### config.mk
export PLATFORM = sky130hd
export DESIGN_NAME = fir_conv_edge_replicate_flat
export DESIGN_NICKNAME = d
export VERILOG_FILES = /design/src/design/fce_pkg.sv /design/src/design/fce_if.sv /design/src/design/fce_cell.sv /design/src/design/fce_mac.sv /design/src/design/fir_conv_edge_replicate.sv /design/src/flat_wrapper.sv
export SDC_FILE = /design/constraint.sdc
export NUM_CORES = 2
export LEC_CHECK = 0
export BUFFER_PORTS_ARGS = -buffer_cell sky130_fd_sc_hd__buf_2
export CAP_MARGIN = 5
export CELL_PAD_IN_SITES_DETAIL_PLACEMENT = 1
export CELL_PAD_IN_SITES_GLOBAL_PLACEMENT = 1
export CORE_ASPECT_RATIO = 1.1
export CORE_MARGIN = 2
export CORE_UTILIZATION = 51
export DETAILED_ROUTE_END_ITERATION = 7
export PLACE_DENSITY_LB_ADDON = 0.1
export SYNTH_ARGS = -nofsm -noshare
export SYNTH_HDL_FRONTEND = slang
export SYNTH_SLANG_ARGS = --single-unit
export TNS_END_PERCENT = 30
### constraint.sdc
create_clock -name i_clk -period 19.1 [get_ports i_clk]
set_input_delay 2.865 -clock i_clk [delete_from_list [all_inputs] [get_ports i_clk]]
set_output_delay 2.865 -clock i_clk [all_outputs]
set_load 0.01 [all_outputs]
### src/design/fce_pkg.sv
// Shared types and constants for the edge-replicating FIR convolution block.
// No dependencies; every other file imports this package.
package fce_pkg;

    localparam int COEF_BITS = 16;
    localparam int OUT_BITS  = 37;
    localparam int CFG_BITS  = 6;
    localparam int IDX_BITS  = 5;

    // Command codes carried by an input beat
    localparam logic CMD_LOAD   = 1'b0;
    localparam logic CMD_SAMPLE = 1'b1;

    // Controls broadcast to every history cell
    typedef struct packed {
        logic fill;   // load every cell with the fill value
        logic shift;  // history moves one cell toward the old end
        logic load;   // copy history into the scan chain
        logic scan;   // scan chain moves one cell toward cell 0
    } t_cell_ctl;

    // Controls for the multiply-accumulate unit
    typedef struct packed {
        logic clr;    // start a new sum
        logic en;     // coefficient and sample inputs are valid
    } t_mac_ctl;

endpackage

### src/design/fce_if.sv
// Handshake channels of the FIR convolution block: input items, results
// and the tap count write port. Uses fce_pkg for field widths.
interface fce_in_if import fce_pkg::*; #(parameter int SAMPLE_BITS = 16) ();
    logic                          valid;
    logic                          ready;
    logic                          command;
    logic [IDX_BITS-1:0]           coef_index;
    logic signed [COEF_BITS-1:0]   coef_value;
    logic signed [SAMPLE_BITS-1:0] sample_value;
    logic                          frame_end;

    modport source (output valid, command, coef_index, coef_value, sample_value, frame_end,
                    input ready);
    modport sink   (input valid, command, coef_index, coef_value, sample_value, frame_end,
                    output ready);
endinterface

interface fce_out_if import fce_pkg::*; ();
    logic                       valid;
    logic                       ready;
    logic signed [OUT_BITS-1:0] filtered_value;
    logic                       frame_done;

    modport source (output valid, filtered_value, frame_done, input ready);
    modport sink   (input valid, filtered_value, frame_done, output ready);
endinterface

interface fce_cfg_if import fce_pkg::*; ();
    logic                valid;
    logic                ready;
    logic [CFG_BITS-1:0] data;

    modport source (output valid, data, input ready);
    modport sink   (input valid, data, output ready);
endinterface

### src/design/fce_cell.sv
// One history cell: a sample of the shift history plus one scan-chain stage.
// Depends on fce_pkg for the broadcast control struct.
module fce_cell import fce_pkg::*; #(
    parameter int SAMPLE_BITS = 16
) (
    input  logic                          i_clk,
    input  logic                          i_rst_n,
    input  t_cell_ctl                     i_ctl,
    input  logic signed [SAMPLE_BITS-1:0] i_fill_value,
    input  logic signed [SAMPLE_BITS-1:0] i_prev_hist,
    input  logic signed [SAMPLE_BITS-1:0] i_next_scan,
    output logic signed [SAMPLE_BITS-1:0] o_hist,
    output logic signed [SAMPLE_BITS-1:0] o_scan
);

    logic signed [SAMPLE_BITS-1:0] r_hist;
    logic signed [SAMPLE_BITS-1:0] r_scan;

    // Hold, fill or take the neighbor's sample
    always_ff @(posedge i_clk) begin
        if (!i_rst_n) begin
            r_hist <= '0;
        end else if (i_ctl.fill) begin
            r_hist <= i_fill_value;
        end else if (i_ctl.shift) begin
            r_hist <= i_prev_hist;
        end
    end

    // Capture the history or pass the scan toward the head
    always_ff @(posedge i_clk) begin
        if (i_ctl.load) begin
            r_scan <= r_hist;
        end else if (i_ctl.scan) begin
            r_scan <= i_next_scan;
        end
    end

    assign o_hist = r_hist;
    assign o_scan = r_scan;

endmodule

### src/design/fce_mac.sv
// Multiply-accumulate unit: registered product, then full-precision sum.
// Depends on fce_pkg for coefficient and output widths.
module fce_mac import fce_pkg::*; #(
    parameter int SAMPLE_BITS = 16
) (
    input  logic                          i_clk,
    input  logic                          i_rst_n,
    input  t_mac_ctl                      i_ctl,
    input  logic signed [COEF_BITS-1:0]   i_coef,
    input  logic signed [SAMPLE_BITS-1:0] i_sample,
    output logic signed [OUT_BITS-1:0]    o_acc
);

    localparam int PW    = COEF_BITS + SAMPLE_BITS;
    localparam int ACC_W = (PW >= OUT_BITS) ? PW + 1 : OUT_BITS + 1;

    logic signed [PW-1:0]    r_prod;
    logic                    r_pv;
    logic signed [ACC_W-1:0] r_acc;

    // Register the product
    always_ff @(posedge i_clk) begin
        if (i_ctl.en) begin
            r_prod <= i_coef * i_sample;
        end
    end

    // Track product valid
    always_ff @(posedge i_clk) begin
        if (!i_rst_n || i_ctl.clr) begin
            r_pv <= 1'b0;
        end else begin
            r_pv <= i_ctl.en;
        end
    end

    // Accumulate; the low bits wrap exactly as the output does
    always_ff @(posedge i_clk) begin
        if (i_ctl.clr) begin
            r_acc <= '0;
        end else if (r_pv) begin
            r_acc <= r_acc + {{(ACC_W-PW){r_prod[PW-1]}}, r_prod};
        end
    end

    assign o_acc = r_acc[OUT_BITS-1:0];

endmodule

### src/design/fir_conv_edge_replicate.sv
// Centered FIR convolution with edge replication; coefficient loads are stored on accept.
// Per sample, each history step (1, or 1 + lag on frame end) runs shift, advance with no
// result, or shift, load, scan of m taps in use, drain, output (held until taken), advance:
// the single multiply-accumulate unit walks the scan chain of cells one tap per cycle.
// Reset (synchronous, active low) clears control, closes any frame, sets tap count
// to 1 and zeroes the history cells; the coefficient store is not cleared.
module fir_conv_edge_replicate import fce_pkg::*; #(
    parameter int MAX_TAPS    = 32,
    parameter int SAMPLE_BITS = 16
) (
    input  logic       i_clk,
    input  logic       i_rst_n,
    fce_in_if.sink     i_sample,
    fce_cfg_if.sink    i_cfg,
    fce_out_if.source  o_result
);

    localparam int IW = (MAX_TAPS > 1) ? $clog2(MAX_TAPS) : 1;
    localparam int CW = $clog2(MAX_TAPS + 1);

    localparam logic [2:0] S_IDLE  = 3'd0;
    localparam logic [2:0] S_SHIFT = 3'd1;
    localparam logic [2:0] S_LOAD  = 3'd2;
    localparam logic [2:0] S_MAC   = 3'd3;
    localparam logic [2:0] S_DRAIN = 3'd4;
    localparam logic [2:0] S_OUT   = 3'd5;
    localparam logic [2:0] S_ADV   = 3'd6;

    // Reduce a coefficient index modulo the store depth, one compare a bit
    function automatic logic [IW-1:0] wrap_idx(input logic [IDX_BITS-1:0] v);
        int r;
        r = int'(v);
        for (int b = IDX_BITS - 1; b >= 0; b--) begin
            if (r >= (MAX_TAPS << b)) begin
                r = r - (MAX_TAPS << b);
            end
        end
        return IW'(r);
    endfunction

    logic [2:0]                    r_state, n_state;
    logic [CFG_BITS-1:0]           r_tap;
    logic                          r_started, n_started;
    logic [CW-1:0]                 r_pos, n_pos;
    logic [CW-1:0]                 r_m, n_m;
    logic [CW-1:0]                 r_lag, n_lag;
    logic [CW-1:0]                 r_left, n_left;
    logic [CW-1:0]                 r_k, n_k;
    logic signed [SAMPLE_BITS-1:0] r_s, n_s;
    logic                          r_fe, n_fe;
    logic                          r_ovalid, n_ovalid;
    logic signed [OUT_BITS-1:0]    r_oval, n_oval;
    logic                          r_odone, n_odone;
    logic signed [COEF_BITS-1:0]   r_rd;
    logic signed [COEF_BITS-1:0]   r_kernel [MAX_TAPS];

    logic                          in_beat;
    logic [CW-1:0]                 m_c;
    logic [CW-1:0]                 lag_c;
    logic [CW-1:0]                 rd_full;
    t_cell_ctl                     cell_ctl;
    t_mac_ctl                      mac_ctl;
    logic signed [OUT_BITS-1:0]    acc;
    logic signed [SAMPLE_BITS-1:0] hist [MAX_TAPS];
    logic signed [SAMPLE_BITS-1:0] scan [MAX_TAPS];

    assign i_sample.ready = (r_state == S_IDLE);
    assign in_beat        = i_sample.valid && i_sample.ready;
    assign i_cfg.ready    = 1'b1;

    // Clamp the tap count and derive the output lag
    always_comb begin
        if (r_tap == '0) begin
            m_c = CW'(1);
        end else if (r_tap > MAX_TAPS) begin
            m_c = CW'(MAX_TAPS);
        end else begin
            m_c = CW'(r_tap);
        end
        lag_c = m_c - CW'(1) - (m_c >> 1);
    end

    // Sequence each history step: shift, then, once r_pos reaches the lag, scan the kernel and deliver
    always_comb begin
        n_state   = r_state;
        n_started = r_started;
        n_pos     = r_pos;
        n_m       = r_m;
        n_lag     = r_lag;
        n_left    = r_left;
        n_k       = r_k;
        n_s       = r_s;
        n_fe      = r_fe;
        n_ovalid  = r_ovalid && !o_result.ready;
        n_oval    = r_oval;
        n_odone   = r_odone;
        cell_ctl  = '0;
        mac_ctl   = '0;
        unique case (r_state)
            S_IDLE: begin
                if (in_beat && i_sample.command == CMD_SAMPLE) begin
                    n_m     = m_c;
                    n_lag   = lag_c;
                    n_s     = i_sample.sample_value;
                    n_fe    = i_sample.frame_end;
                    n_left  = i_sample.frame_end ? lag_c : '0;
                    n_state = S_SHIFT;
                end
            end
            S_SHIFT: begin
                if (!r_started) begin
                    cell_ctl.fill = 1'b1;
                    n_started     = 1'b1;
                end else begin
                    cell_ctl.shift = 1'b1;
                end
                n_state = (r_pos >= r_lag) ? S_LOAD : S_ADV;
            end
            S_LOAD: begin
                cell_ctl.load = 1'b1;
                mac_ctl.clr   = 1'b1;
                n_k           = '0;
                n_state       = S_MAC;
            end
            S_MAC: begin
                cell_ctl.scan = 1'b1;
                mac_ctl.en    = 1'b1;
                n_k           = r_k + CW'(1);
                if (r_k == r_m - CW'(1)) begin
                    n_state = S_DRAIN;
                end
            end
            S_DRAIN: begin
                n_state = S_OUT;
            end
            S_OUT: begin
                if (!r_ovalid || o_result.ready) begin
                    n_ovalid = 1'b1;
                    n_oval   = acc;
                    n_odone  = r_fe && (r_left == '0);
                    n_state  = S_ADV;
                end
            end
            S_ADV: begin
                if (r_pos < CW'(MAX_TAPS)) begin
                    n_pos = r_pos + CW'(1);
                end
                if (r_left != '0) begin
                    n_left  = r_left - CW'(1);
                    n_state = S_SHIFT;
                end else begin
                    if (r_fe) begin
                        n_started = 1'b0;
                        n_pos     = '0;
                    end
                    n_state = S_IDLE;
                end
            end
            default: begin
                n_state = S_IDLE;
            end
        endcase
    end

    // Control registers
    always_ff @(posedge i_clk) begin
        if (!i_rst_n) begin
            r_state   <= S_IDLE;
            r_started <= 1'b0;
            r_pos     <= '0;
            r_ovalid  <= 1'b0;
            r_tap     <= CFG_BITS'(1);
        end else begin
            r_state   <= n_state;
            r_started <= n_started;
            r_pos     <= n_pos;
            r_ovalid  <= n_ovalid;
            if (i_cfg.valid && i_cfg.ready) begin
                r_tap <= i_cfg.data;
            end
        end
    end

    // Payload registers
    always_ff @(posedge i_clk) begin
        r_m     <= n_m;
        r_lag   <= n_lag;
        r_left  <= n_left;
        r_k     <= n_k;
        r_s     <= n_s;
        r_fe    <= n_fe;
        r_oval  <= n_oval;
        r_odone <= n_odone;
    end

    // Coefficient address: top tap first, walking down one per scan cycle
    assign rd_full = (r_state == S_LOAD) ? (r_m - CW'(1)) : (r_m - CW'(2) - r_k);

    // Coefficient store: write on a load beat, registered read
    always_ff @(posedge i_clk) begin
        if (in_beat && i_sample.command == CMD_LOAD) begin
            r_kernel[wrap_idx(i_sample.coef_index)] <= i_sample.coef_value;
        end
        r_rd <= r_kernel[rd_full[IW-1:0]];
    end

    // Row of history cells; cell 0 holds the newest sample
    for (genvar g = 0; g < MAX_TAPS; g++) begin : g_cell
        logic signed [SAMPLE_BITS-1:0] prev_hist;
        logic signed [SAMPLE_BITS-1:0] next_scan;
        if (g == 0) begin : g_head
            assign prev_hist = r_s;
        end else begin : g_body
            assign prev_hist = hist[g-1];
        end
        if (g == MAX_TAPS - 1) begin : g_tail
            assign next_scan = '0;
        end else begin : g_link
            assign next_scan = scan[g+1];
        end
        fce_cell #(
            .SAMPLE_BITS (SAMPLE_BITS)
        ) u_cell (
            .i_clk        (i_clk),
            .i_rst_n      (i_rst_n),
            .i_ctl        (cell_ctl),
            .i_fill_value (r_s),
            .i_prev_hist  (prev_hist),
            .i_next_scan  (next_scan),
            .o_hist       (hist[g]),
            .o_scan       (scan[g])
        );
    end

    fce_mac #(
        .SAMPLE_BITS (SAMPLE_BITS)
    ) u_mac (
        .i_clk    (i_clk),
        .i_rst_n  (i_rst_n),
        .i_ctl    (mac_ctl),
        .i_coef   (r_rd),
        .i_sample (scan[0]),
        .o_acc    (acc)
    );

    assign o_result.valid          = r_ovalid;
    assign o_result.filtered_value = r_oval;
    assign o_result.frame_done     = r_odone;

endmodule
### src/flat_wrapper.sv
// flat-port wrapper written by rule: the top's interface ports become plain ports
module fir_conv_edge_replicate_flat import fce_pkg::*;
#(
    parameter int MAX_TAPS    = 32,
    parameter int SAMPLE_BITS = 16
)
  (i_clk, i_rst_n, i_sample_valid, i_sample_command, i_sample_coef_index, i_sample_coef_value, i_sample_sample_value, i_sample_frame_end, i_sample_ready, i_cfg_valid, i_cfg_data, i_cfg_ready, o_result_valid, o_result_filtered_value, o_result_frame_done, o_result_ready);
  fce_in_if #(.SAMPLE_BITS(SAMPLE_BITS)) i_sample_i ();
  fce_cfg_if i_cfg_i ();
  fce_out_if o_result_i ();
  input  logic i_clk;
  input  logic i_rst_n;
  input wire logic [$bits(i_sample_i.valid)-1:0] i_sample_valid;
  input wire logic [$bits(i_sample_i.command)-1:0] i_sample_command;
  input wire logic [$bits(i_sample_i.coef_index)-1:0] i_sample_coef_index;
  input wire logic [$bits(i_sample_i.coef_value)-1:0] i_sample_coef_value;
  input wire logic [$bits(i_sample_i.sample_value)-1:0] i_sample_sample_value;
  input wire logic [$bits(i_sample_i.frame_end)-1:0] i_sample_frame_end;
  output wire logic [$bits(i_sample_i.ready)-1:0] i_sample_ready;
  input wire logic [$bits(i_cfg_i.valid)-1:0] i_cfg_valid;
  input wire logic [$bits(i_cfg_i.data)-1:0] i_cfg_data;
  output wire logic [$bits(i_cfg_i.ready)-1:0] i_cfg_ready;
  output wire logic [$bits(o_result_i.valid)-1:0] o_result_valid;
  output wire logic [$bits(o_result_i.filtered_value)-1:0] o_result_filtered_value;
  output wire logic [$bits(o_result_i.frame_done)-1:0] o_result_frame_done;
  input wire logic [$bits(o_result_i.ready)-1:0] o_result_ready;
  assign i_sample_i.valid = i_sample_valid;
  assign i_sample_i.command = i_sample_command;
  assign i_sample_i.coef_index = i_sample_coef_index;
  assign i_sample_i.coef_value = i_sample_coef_value;
  assign i_sample_i.sample_value = i_sample_sample_value;
  assign i_sample_i.frame_end = i_sample_frame_end;
  assign i_sample_ready = i_sample_i.ready;
  assign i_cfg_i.valid = i_cfg_valid;
  assign i_cfg_i.data = i_cfg_data;
  assign i_cfg_ready = i_cfg_i.ready;
  assign o_result_valid = o_result_i.valid;
  assign o_result_filtered_value = o_result_i.filtered_value;
  assign o_result_frame_done = o_result_i.frame_done;
  assign o_result_i.ready = o_result_ready;
  fir_conv_edge_replicate #(.MAX_TAPS(MAX_TAPS), .SAMPLE_BITS(SAMPLE_BITS)) u_core (.i_clk(i_clk), .i_rst_n(i_rst_n), .i_sample(i_sample_i), .i_cfg(i_cfg_i), .o_result(o_result_i));
endmodule
==> flow_summary.toml <==
[run_status]
result_of_the_run = "finished, final reports clean"

[sta]
min_period_over_period = 0.3603
grt_setup_unrepaired = "false"
setup_viol_count_final = 0
timing_max_transition_violations_final = 0
hold_violations = 0
slew-limit-headroom = 0.1909
max_slew.worst_pin.slew_ns = 1.211
fmax_ghz = 0.1453
time_the_final_worst_path_needs_with_i_o_delays_and_setup_ns = 6.882
fin_setup_tns_ns = 0
timing.clock.skew_ns = 0.02707

[min_path]
min-delay-start = "u_core.u_mac.r_acc[35]"
timing.hold.worst_endpoint = "u_core.o_result.filtered_value[35]"
min_path_type = "flop to flop"
worst_hold_path.num_cells = 0

[floorplanning]
die_w_um = 384.7
floorplan.core_area_um2 = 158100
row_count = 153
die_area_um2 = 162600
chipHeight_um = 422.8
ioPinCount = 91
floorplan.initialDensity = 0.5142

[critical_path]
timing.reg2reg.setup_slack_ns = 12.22
reg2reg_to = "u_core.u_mac.r_prod[31]"
worst_path_most_repeated_cell = "fa_1"
regToRegStartpoint = "u_core.g_cell[0].u_cell.o_scan[1]"
crit_path_start_kind = "flop"
crit_path_capture_type = "flop"
path_cells = "nand2_1, inv_1, fa_1, fa_1, fa_1, fa_1, fa_1, inv_1, fa_1, inv_1, ha_1, nand3_1, nor2_1, o21ai_0, a21oi_1, o41a_1, a211oi_1, a21oi_1, xnor2_1"
critPathTopFamily = "adder cells"
timing.critical_path.arrival_ns = 7.44
crit_path_kind = "flop to flop"
required_ns = 19.66
cp_slowest_cell = "fa_1"
worst-path-buf-inv = 3
crit_path_max_incr_delay_ns = 0.96
reg2reg_depth = 19
critPathMaxFanout = 16

[synth]
synth_enable_flop_cells = 1135
synth-seq-area-share = 0.5627
synth.ff_latch_count = 1718
area_of_the_mapped_netlist_um2 = 81310
synth_top_area_frac = 0.4192
synth_cell_types = 68
synthesis.instances = 7880
synth_warnings = 0
asyncSetResetFlopFracSynth = 0
synthTopCellsByArea = "edfxtp_1 (42%), dfxtp_1 (14%), nand2_1 (13%), fa_1 (6.5%), o211a_1 (6.1%)"
synth_area_per_cell_um2 = 10.32
synth.net_count = 8334
synth-main-ff-cell = "edfxtp_1"
synth_largest_area_cell = "edfxtp_1"

[clock_tree]
cts_buffers = 179
total_number_of_clock_tree_sinks = 1718
cts_root_buffer = "clkbuf_16"
post-cts-setup-buffers = 0
cts_tree = "yes"
cts.repair.resized = 0
htree_num_levels = 4
cts_buffer_depth = 3
worstSkewPairLatency_ns = 0.84
path_clk_slew_ns = 0.06
ctsHoldBuffers = 0

[routing]
drt-wirelength-per-cell_um = 20.30
ant_nets = 0
route.layer.met1.wl_mm = 89.14
routed-wl-met2_mm = 97.78
drt_wl_total_mm = 201.4
drc = 0
detail_route.vias_per_cell = 5.721
amount_of_wire_on_met3_after_detailed_routing_mm = 8.265
num_vias = 56750
drt_pre_antenna_iters = 8
dr.first_iter.drc_count = 3931
dr.max_layer_used = "met5"

[grt]
grt_antenna_before_repair = 9
grt_max_degree = 224
grt_first_pass_wirelength_mm = 325.7
first_global_vias = 60370
grt_overflow_total = 0
track_usage = 0.2480

[final_layout]
layout.cells.most_common = "nand2_1"
final_layout_size_suffix_gt1_frac = 0.06542
area_delta_synth_final_pct = 9.448
regArea_um2 = 45760
layout.cells.most_common_list = "nand2_1 (2717), edfxtp_1 (1135), dfxtp_1 (581)"
finish.net_count = 8123
multiInputGateArea_um2 = 32310
n_fill_cell = 16970

[placement]
dp_hpwl_mm = 117.2
placement.io_buffers = 89
gpl.final_weighted_congestion = 0.8640

[run]
cap_violations = 0
==> cell type report <==
class | count | area share
multi-input cells | 5279 | 0.3630
inverters | 322 | 0.01358
flip-flops and latches | 1718 | 0.5142
clock buffers | 256 | 0.05742
diodes | 2 | 0.00005624
repair buffers | 169 | 0.01341
clock inverters | 82 | 0.008886
well taps | 2092 | 0.02941
==> kinds of logic (layout without fill, tap and decap cells) <==
group | after synthesis | in the layout | synth area share
mux | 23 | 23 | 0.002831
flops | 1718 | 1718 | 0.5627
buf+inv | 883 | 829 | 0.04229
simple gates | 3352 | 3352 | 0.1676
fa+ha+maj | 404 | 404 | 0.08664
xor+xnor | 89 | 89 | 0.009587
other cells | 1 | 3 | 0.00004612
compound gates | 1410 | 1410 | 0.1283
==> cell usage after synthesis (4+ instances only) <==
library cell and number:
nand2_1 2717, edfxtp_1 1135, dfxtp_1 583, a21oi_1 572, o211a_1 498, clkbuf_1 465
inv_1 322, fa_1 265, nand3_1 157, and2_1 143, nor2_1 142, ha_1 139
a311oi_1 83, and3_1 72, buf_2 66, xnor2_1 66, o21ai_0 56, a31oi_1 40
nor2b_1 34, a211oi_1 28, a21o_1 25, nor3_1 24, mux2i_1 23, nand2b_1 23
xor2_1 23, a21boi_0 18, buf_1 17, a311o_1 16, a31o_2 16, buf_4 10
o21a_1 8, nand4_1 7, nor3b_1 7, o211ai_1 7, o21bai_1 7, nand3b_1 5
nor4_1 5, a211o_1 4, a31o_1 4, o22ai_1 4, o31ai_1 4, or2_2 4
or3_1 4
==> state kept, by name, summed over array words and instances, names as in the netlist, 16 cells and up <==
name,cells
u_core.u_mac.r_acc,37
u_core.g_cell.u_cell.o_hist,512
u_core.r_rd,16
u_core.g_cell.u_cell.o_scan,512
u_core.u_mac.r_prod,32
u_core.o_result.filtered_value,37
u_core.g_cell.prev_hist,16
u_core.r_kernel,512
==> per-stage QoR <==
stage	std cells	instance area (µm²)	setup slack (ns)	hold WS [ns]	utilization
after global placement	9580	83090	12.46	0.4433	0.5254
after CTS	9918	88990	12.19	0.4675	0.5628
after floorplan	7880	81310	4.051	0.4225	-
after global routing	9918	88990	11.96	0.4938	0.5628
final	9920	88990	12.22	0.4744	0.5628
after detailed placement	9580	83090	12.18	0.4508	0.5254
==> routing by layer <==
layer	vias up	GRT usage
met5	-	0
met3	329	0.03608
met2	1015	0.4205
li1	26530	-
met1	28870	0.3260
met4	4	0.08307
==> worst max-delay path by stage <==
stage                                            startpoint                       to  slack [ns]  cells past startpoint
final                     u_core.g_cell[0].u_cell.o_scan[1]  u_core.u_mac.r_prod[31]       12.22                     19
after global routing      u_core.g_cell[0].u_cell.o_scan[1]  u_core.u_mac.r_prod[31]       11.96                     19
after CTS                 u_core.g_cell[0].u_cell.o_scan[1]  u_core.u_mac.r_prod[31]       12.19                     19
after detailed placement  u_core.g_cell[0].u_cell.o_scan[1]  u_core.u_mac.r_prod[31]       12.18                     19
after global placement    u_core.g_cell[0].u_cell.o_scan[1]  u_core.u_mac.r_prod[31]       12.46                     19
after floorplan                           u_core.r_state[1]   u_core.u_mac.r_prod[0]        4.05                      3
Power is not shown: default switching activity piles up to over one toggle a cycle in this logic, so the estimate is an artifact.
